File: src/rtl/core/erdp_pkg.sv
// Package: shared constants, types and the quarter-wave sine coefficients.
package erdp_pkg;

    localparam int OUT_WIDTH = 24;
    localparam logic signed [OUT_WIDTH-1:0] OUT_MAX = 24'sh7FFFFF;
    localparam logic signed [OUT_WIDTH-1:0] OUT_MIN = -24'sh800000;

    // Horner coefficients, Q30
    localparam logic [31:0] SIN_C1 = 32'd1686629713;
    localparam logic [31:0] SIN_C3 = 32'd693598669;
    localparam logic [31:0] SIN_C5 = 32'd85569306;
    localparam logic [31:0] SIN_C7 = 32'd5026995;
    localparam logic [31:0] SIN_C9 = 32'd172272;

    // sine/cosine pair, Q14, range -16384..16384
    typedef struct packed {
        logic signed [15:0] s;
        logic signed [15:0] c;
    } sincos_t;

endpackage

File: src/rtl/core/erdp_x2line.sv
// Delay line for a bit vector moving alongside the sine pipeline.
module erdp_x2line
    import erdp_pkg::*;
#(
    parameter int WIDTH = 16,
    parameter int DEPTH = 2
)
(
    input  logic             clk,
    input  logic             en,
    input  logic [WIDTH-1:0] din,
    output logic [WIDTH-1:0] dout
);

    logic [WIDTH-1:0] tap_reg [DEPTH];

    // shift by one per enabled cycle
    always_ff @(posedge clk)
    begin
        if (en)
        begin
            tap_reg[0] <= din;
            for (int i = 1; i < DEPTH; i++)
            begin
                tap_reg[i] <= tap_reg[i-1];
            end
        end
    end

    assign dout = tap_reg[DEPTH-1];

endmodule

File: config.mk
export PLATFORM = sky130hd
export DESIGN_NAME = erdp_x2line
export DESIGN_NICKNAME = d
export VERILOG_FILES = /design/src/rtl/core/erdp_pkg.sv /design/src/rtl/core/erdp_x2line.sv
export SDC_FILE = /design/constraint.sdc
export NUM_CORES = 1
export LEC_CHECK = 0
export BUFFER_PORTS_ARGS = -buffer_cell sky130_fd_sc_hd__buf_2
export CAP_MARGIN = 30
export CORE_UTILIZATION = 30
export CTS_CLUSTER_SIZE = 14
export DETAILED_ROUTE_END_ITERATION = 8
export PLACE_DENSITY_LB_ADDON = 0.05
export SLEW_MARGIN = 20
export SYNTH_ARGS = -nofsm -noshare
export SYNTH_HDL_FRONTEND = slang
export SYNTH_SLANG_ARGS = --single-unit
export TNS_END_PERCENT = 100
File: constraint.sdc
create_clock -name clk -period 1.7 [get_ports clk]
set_input_delay 0.34 -clock clk [delete_from_list [all_inputs] [get_ports clk]]
set_output_delay 0.34 -clock clk [all_outputs]
set_load 0.02 [all_outputs]
== After elaboration in Yosys (flattened, before gate mapping) ==
Memories as Yosys holds them, arrays and structs flattened.
Index checks and enable logic that the tools add are counted.

* Output and inout port bits: 16
* Bits in latches: 0
* Input bits: 18
* Register bits after elaboration: 0
* Word-level logic and storage cells: 3
* Bits in read-only memories: 0
* RAM bits: 32
* Memories kept: 1

* Reduce and logical (&&, ||, !) cells: 0
* Order comparisons: 0
* Multipliers: 0
* Bitwise logic cells: 0
* Shift operators: 0
* Add/sub/neg operators: 0
* Div/mod/pow operators: 0
* Equality and inequality tests: 0
* Mux-type cells: 2

{| class="wikitable"
|+ Memory list
! name !! depth !! bits a word !! rd ports !! clocked after memory_dff !! write ports !! line !! RTL
|-
| tap_reg || 2 || 16 || 2 || 0 || 2 || erdp_x2line.sv:15 || <nowiki>logic [WIDTH-1:0] tap_reg [DEPTH];</nowiki>
|}

{| class="wikitable"
|+ Operators by type and width
! kind !! count
|-
| $mux 1 || 2
|}

== Depth between registers and ports, before layout ==
Gate-level depths: netlist (run 1).

* Depth in word-level cells: 2
* Gate-level depth with buffers: 1
* Depth with buffers taken out: 0

== Least setup slack after synthesis (run 1) ==
Ideal clock, no wire load.

* Path type: flip-flop to output port
* Start: mem tap_reg[1][0] (netlist: tap_reg[0][16])
* End: out dout[0]
* Data arrival time: 0.490 ns
* Path slack: 0.870 ns
* Stages on the path, launching flop included: 2
* Path buffers: 1
* Data required time: 1.360 ns
* Cells stage by stage: edfxtp_1 buf_4

{| class="wikitable"
|+ RTL lines
! what !! line !! RTL
|-
| start, declared || erdp_x2line.sv:15 ||
|-
| end, declared || erdp_x2line.sv:12 || <nowiki>output logic [WIDTH-1:0] dout</nowiki>
|}

==> summary.md, run 1 <==
| Metric | Value |
|---|---|
| Max stage delay on crit path | 0.39 ns |
| Worst setup SP type | flip-flop |
| Max Clk Rate | 826 MHz |
| Setup violations, final | 0 |
| Main area contributors after synthesis | edfxtp_1, buf_4 |
| Leakage | 0.000474 uW |
| H-tree lvl count | 2 |
| Worst-path fanout max | 1 |
| Largest net degree at the start of global routing | 33 |
| Cell row count | 21 |
| Number of flip-flops in the largest register | 32 |
| Cell taking the most area after synthesis | edfxtp_1 |
| Post-CTS sizing | 0 |
| Buffers & Inverters on Critical Path | 1 |
| Asr flop ratio synth | 0 |
| Share of cells above drive strength 1 | 0.534 |
| CTS root buf | clkbuf_4 |
| Ys flop type | edfxtp_1 |
| Layout area overhead | 14.4% |
| DRT antenna net count | 0 |
| DR pass1 iterations | 2 |
| Seq pwr share | 0.678 |
| DRT iter0 DRCs | 12 |
| Critical path cell sequence | buf_2 |
| Layout Cells excl Fill | between 100 and 150 |
| Final Max Slew Viols | 0 |
| Post-synth top area share | 0.889 |
| Mapped Cells | 48 |
| Peak supply drop | a little under 0.5 mV |
| Final core utilization | 0.365 |
| Outcome | finished, final reports clean |
| Via count | ~420 |
| R2R cell count | 0 |
| Die W | approximately 62 um |
| Max cap viols | 0 |
| Initial antenna violation count | 0 |
| Crit path depth | 1 |
| Top post-synthesis cells by count | edfxtp_1, buf_4 |
| Boundary Pins | 34 |
| Number of synthesized register bits | 32 |
| Final instance area | roughly 1200 sq um |
| Die area | between 3000 and 4000 sq um |
| Least-Margin Pin Slew | between 0.3 and 0.4 ns |
| Longest Clk Path Bufs | 2 |
| Area after DPL | ~1200 sq um |
| Clock sinks | 32 |
| Starting density of the core | 0.319 |
| Worst Hold Class | primary input to flip-flop |
| Comb power frac | 0.064 |
| Clock power share | 0.258 |
| ANT cells | 0 |
| Req. time, crit path | approximately 1.4 ns |
| Hold Path Depth | 1 |
| Setup repair after global routing missed its margin | false |
| Port-buffer cells | 33 |
| Slew HR | 0.743 |
| Routed wire length | about 1.1 mm |
| Tot GR Track Use | 0.0717 |
| Yosys cell types | 2 |
| Slowest CP cell | edfxtp_1 |
| # placed instances | 112 |
| Switch share | 0.205 |
| Final hold violations | 0 |
| Comb_multi_in | 0 |
| Critical path endpoint category | output pin |
| DRC violations left | 0 |
| Post-CTS Hold Buffers | 0 |
| Pwr/cell area | approximately 1100 nW/um^2 |
| YS warnings | 0 |
| Clock-pin slew on the worst setup and hold paths | 0.08 ns |
| Post-CTS setup buffer count | 0 |
| Largest delay share family, worst path | flip-flops |
| Arr. time, crit path | roughly 0.87 ns |
| First-pass GRT wire length | around 1.6 mm |
| Layout fillers | 322 |
| Grt ovf | 0 |
| Syn_area_per_cell | between 20 and 25 sq um |
| Pint | between 1000 and 1500 uW |
| TritonCTS buffer count | 5 |
| Chip Height | ~62 um |
| Sequential-to-total area share from yosys stat | 0.889 |
| CTS tree | built |
| Via density | approximately 3.6 |
| Net count after synthesis | 66 |
| Most frequent cell after synthesis | edfxtp_1 |
| Fin crit period | ~1.2 ns |
| Area of the multi-input gates | 0 sq um |
| Sw Pwr | 285 uW |
| Avg WL per Cell | 9.58 um |
| Number of synthesized flops with an enable pin | 32 |
| GP Congestion | between 0.5 and 0.6 |
| Vias in the first global route | between 300 and 400 |
| Final setup TNS | 0 ns |
| Cell Area, Synth | between 1000 and 1500 sq um |
| Setup CP Type | flip-flop to output pin |
| Layout Nets | 91 |
| Fin Clk Skew | 0.00281 ns |
| Seq. cell area | about 960 sq um |
| Clock latency on the worst-skew pair | 0.31 ns |
| Core area | approximately 3400 sq um |
| Final period utilization | 0.712 |
stage by stage:
stage / total power, uW / hold slack, ns / setup WS (ns)
finish: 1390 / 0.198 / 0.490
global route: 1460 / 0.167 / 0.422
CTS: 1420 / 0.174 / 0.458
detailed placement: 1060 / 0.405 / 0.568
global placement: 1060 / 0.403 / 0.569
floorplan: 1030 / 0.400 / 0.870
cells by family after synthesis:
group / count (synthesis) / share of synthesized area
buffers and inverters: 16 / 0.111
flip-flops: 32 / 0.889
final cells by class:
type                  instances  area share
clock inverter                2     0.00607
clock buffer                  5      0.0304
tap                          46      0.0466
timing repair buffer         34       0.140
sequential                   32       0.777
metal layers:
metal  global-route usage  wire length (um)  up-vias
li1                     -                 -      211
met1               0.0736               445      186
met2               0.0957               555       23
met3               0.0559               115        4
met4               0.0571                24        0
met5                    0                 0        -
path summary, 6_finish.rpt:
check	startpoint	to	slack (ns)
worst max-delay path	tap_reg[0][17]	dout[1]	0.49
worst min-delay path	din[3]	tap_reg[0][3]	0.20
worst max register to register	tap_reg[0][13]	tap_reg[0][29]	1.07
worst min register to register	tap_reg[0][12]	tap_reg[0][28]	0.42
power by group through the flow:
stage	logic [uW]	clock network (uW)	registers (uW)
3_5_place_dp	91.0	0	965
2_1_floorplan	68.0	0	962
4_1_cts	91.1	383	947
5_1_grt	98.9	414	951
6_report	89.5	360	946
3_3_place_gp	91.2	0	964
placed cells by master (no fill, tap or decap):
master,synthesis,routed
buf_2,0,33
buf_4,16,1
edfxtp_1,32,32
clkinv_1,0,2
clkbuf_4,0,5
(Power assumes the default switching activity.)
==> run 2: changes to the inputs <==
--- a/config.mk
+++ b/config.mk
@@ -5,6 +5,7 @@
 export SDC_FILE = /design/constraint.sdc
 export NUM_CORES = 1
 export LEC_CHECK = 0
+export ABC_AREA = 1
 export BUFFER_PORTS_ARGS = -buffer_cell sky130_fd_sc_hd__buf_2
 export CAP_MARGIN = 30
 export CORE_UTILIZATION = 30
==> constraint.sdc (replaced) <==
create_clock -name clk -period 1.15 [get_ports clk]
set_input_delay 0.23 -clock clk [delete_from_list [all_inputs] [get_ports clk]]
set_output_delay 0.23 -clock clk [all_outputs]
set_load 0.02 [all_outputs]
==> summary.md, run 2 (synthesized netlist as in run 1, its figures left out) <==
| Metric | Value |
|---|---|
| Met3 wire len | 110 um (was 115 um) |
| Initial antenna violation count | 0 (unchanged) |
| Req. time, crit path | 0.92 ns (was 1.36 ns) |
| DR top layer | met4 (unchanged) |
| TritonCTS buffer count | 5 (unchanged) |
| Leakage | 0.000479 uW (was 0.000474 uW) |
| Final setup TNS | 0 ns (unchanged) |
| Buffers & Inverters on Critical Path | 1 (unchanged) |
| Longest Clk Path Bufs | 2 (unchanged) |
| DRT iter0 DRCs | 6 (was 12) |
| Worst Hold Class | primary input to flip-flop (unchanged) |
| H-tree lvl count | 2 (unchanged) |
| CTS tree | built (unchanged) |
| Area after DPL | 1200 sq um (was 1190 sq um) |
| Final hold violations | 0 (unchanged) |
| Hold Slack | 0.0799 ns (was 0.198 ns) |
| Comb_multi_in | 0 (unchanged) |
| Share of cells above drive strength 1 | 0.534 (unchanged) |
| Critical path endpoint category | output pin (unchanged) |
| GP Congestion | 0.588 (was 0.585) |
| DR pass1 iterations | 4 (was 2) |
| Arr. time, crit path | 0.87 ns (about the same) |
| Grt ovf | 0 (unchanged) |
| Layout fillers | 318 (was 322) |
| Port-buffer cells | 33 (unchanged) |
| Area of the multi-input gates | 0 sq um (unchanged) |
| Routed wire length | 1.12 mm (was 1.14 mm) |
| Setup violations, final | 0 (unchanged) |
| Vias in the first global route | 343 (was 344) |
| Largest net degree at the start of global routing | 33 (unchanged) |
| Slew HR | 0.889 (was 0.743) |
| Slowest CP cell | edfxtp_1 (unchanged) |
| Commonest non-fill, non-tap cells in the layout | buf_2, edfxtp_1, clkbuf_4 (unchanged) |
| Clock sinks | 32 (unchanged) |
| Outcome | finished, final reports clean (unchanged) |
| Fin crit period | around 1.1 ns |
| Max stage delay on crit path | 0.39 ns (about the same) |
| Reg-to-reg startpoint | tap_reg[0][13] (unchanged) |
| Final instance area | 1250 sq um (was 1240 sq um) |
| Worst-path fanout max | 1 (unchanged) |
| Hold Startpoint | din[6] (was din[3]) |
| Final Max Slew Viols | 0 (unchanged) |
| Tot GR Track Use | 0.0665 (was 0.0717) |
| Number of flip-flops in the largest register | 32 (unchanged) |
| Max cap viols | 0 (unchanged) |
| Power, Total | 2070 uW (was 1390 uW) |
| First-pass GRT wire length | 1.52 mm (was 1.64 mm) |
| Core area | 3390 sq um (unchanged) |
| Avg WL per Cell | 9.38 um (was 9.58 um) |
| Setup CP Type | flip-flop to output pin (unchanged) |
| Final period utilization | 0.957 |
| Via count | 433 (was 424) |
| Via density | 3.64 (was 3.56) |
| Cell row count | 21 (unchanged) |
| Pwr/cell area | 1660 nW/um^2 (was 1130 nW/um^2) |
| Die W | 62.0 um (unchanged) |
| Layout Nets | 91 (unchanged) |
| Fin Clk Skew | 0.00477 ns (was 0.00281 ns) |
| Max Clk Rate | roughly 900 MHz |
| Peak supply drop | 0.803 mV (was 0.497 mV) |
| Clock-pin slew on the worst setup and hold paths | 0.09 ns (was 0.08 ns) |
| Post-CTS sizing | 0 (unchanged) |
| DRC violations left | 0 (unchanged) |
| CP startpoint | tap_reg[0][17] (unchanged) |
| CTS root buf | clkbuf_4 (unchanged) |
| ANT cells | 0 (unchanged) |
| Least-Margin Pin Slew | 0.167 ns (was 0.386 ns) |
| Clock latency on the worst-skew pair | 0.31 ns (about the same) |
| Setup repair after global routing missed its margin | true (was false) |
| Post-CTS Hold Buffers | 0 (unchanged) |
| Worst setup SP type | flip-flop (unchanged) |
| Met1 WL | 432 um (was 445 um) |
| Chip Height | 62.0 um (unchanged) |
| Commonest non-fill, non-tap cell in the layout | buf_2 (unchanged) |
| DRT antenna net count | 0 (unchanged) |
| Boundary Pins | 34 (unchanged) |
| Largest delay share family, worst path | flip-flops (unchanged) |
| Met2 WL | 550 um (was 555 um) |
| Critical path cell sequence | buf_2 (unchanged) |
| Starting density of the core | 0.319 (unchanged) |
| Die area | 3850 sq um (unchanged) |
| Layout area overhead | 15.5% (was 14.4%) |
-- run 2: report_power, final --
part	leakage (uW)	total [uW]	switching, uW	internal (uW)
registers	0.000313	1400	16.5	1380
clock network	0.0000261	537	324	213
logic	0.000139	137	86.0	51.1
-- run 2: layer usage --
layer | global-route usage | vias to the layer above
met3 | 0.0559 | 4
met4 | 0.0571 | 0
met2 | 0.0912 | 23
met5 | 0 | -
met1 | 0.0617 | 193
li1 | - | 213
-- run 2: worst paths after layout --
kind                    end  slack [ns]  cells after the start
max                 dout[1]        0.05                      1
min           tap_reg[0][6]        0.08                      1
max reg2reg  tap_reg[0][29]        0.52                      0
min reg2reg  tap_reg[0][27]        0.42                      0
-- run 2: what timing repair did --
action                                  in CTS  in global routing
endpoints found under the setup margin       0                  1
endpoints found under the hold margin        0                  0
setup buffers                                0                  0
-- run 2: layout make-up --
| class | instances | area (sq um) | share of cell area |
|---|---|---|---|
| Clock inverter | 2 | 7.51 | 0.00601 |
| Tap cell | 46 | 57.6 | 0.0461 |
| Sequential cell | 32 | 961 | 0.770 |
| Clock buffer | 5 | 37.5 | 0.0301 |
| Timing Repair Buffer | 34 | 185 | 0.148 |
-- run 2: stage by stage --
stage                     utilization  cells  setup WS [ns]
final                           0.368    119         0.0499
after global routing            0.368    119       -0.00977
after CTS                       0.368    119         0.0162
after detailed placement        0.355    112          0.298
after global placement          0.355    112          0.302
after floorplan                     -     48          0.430
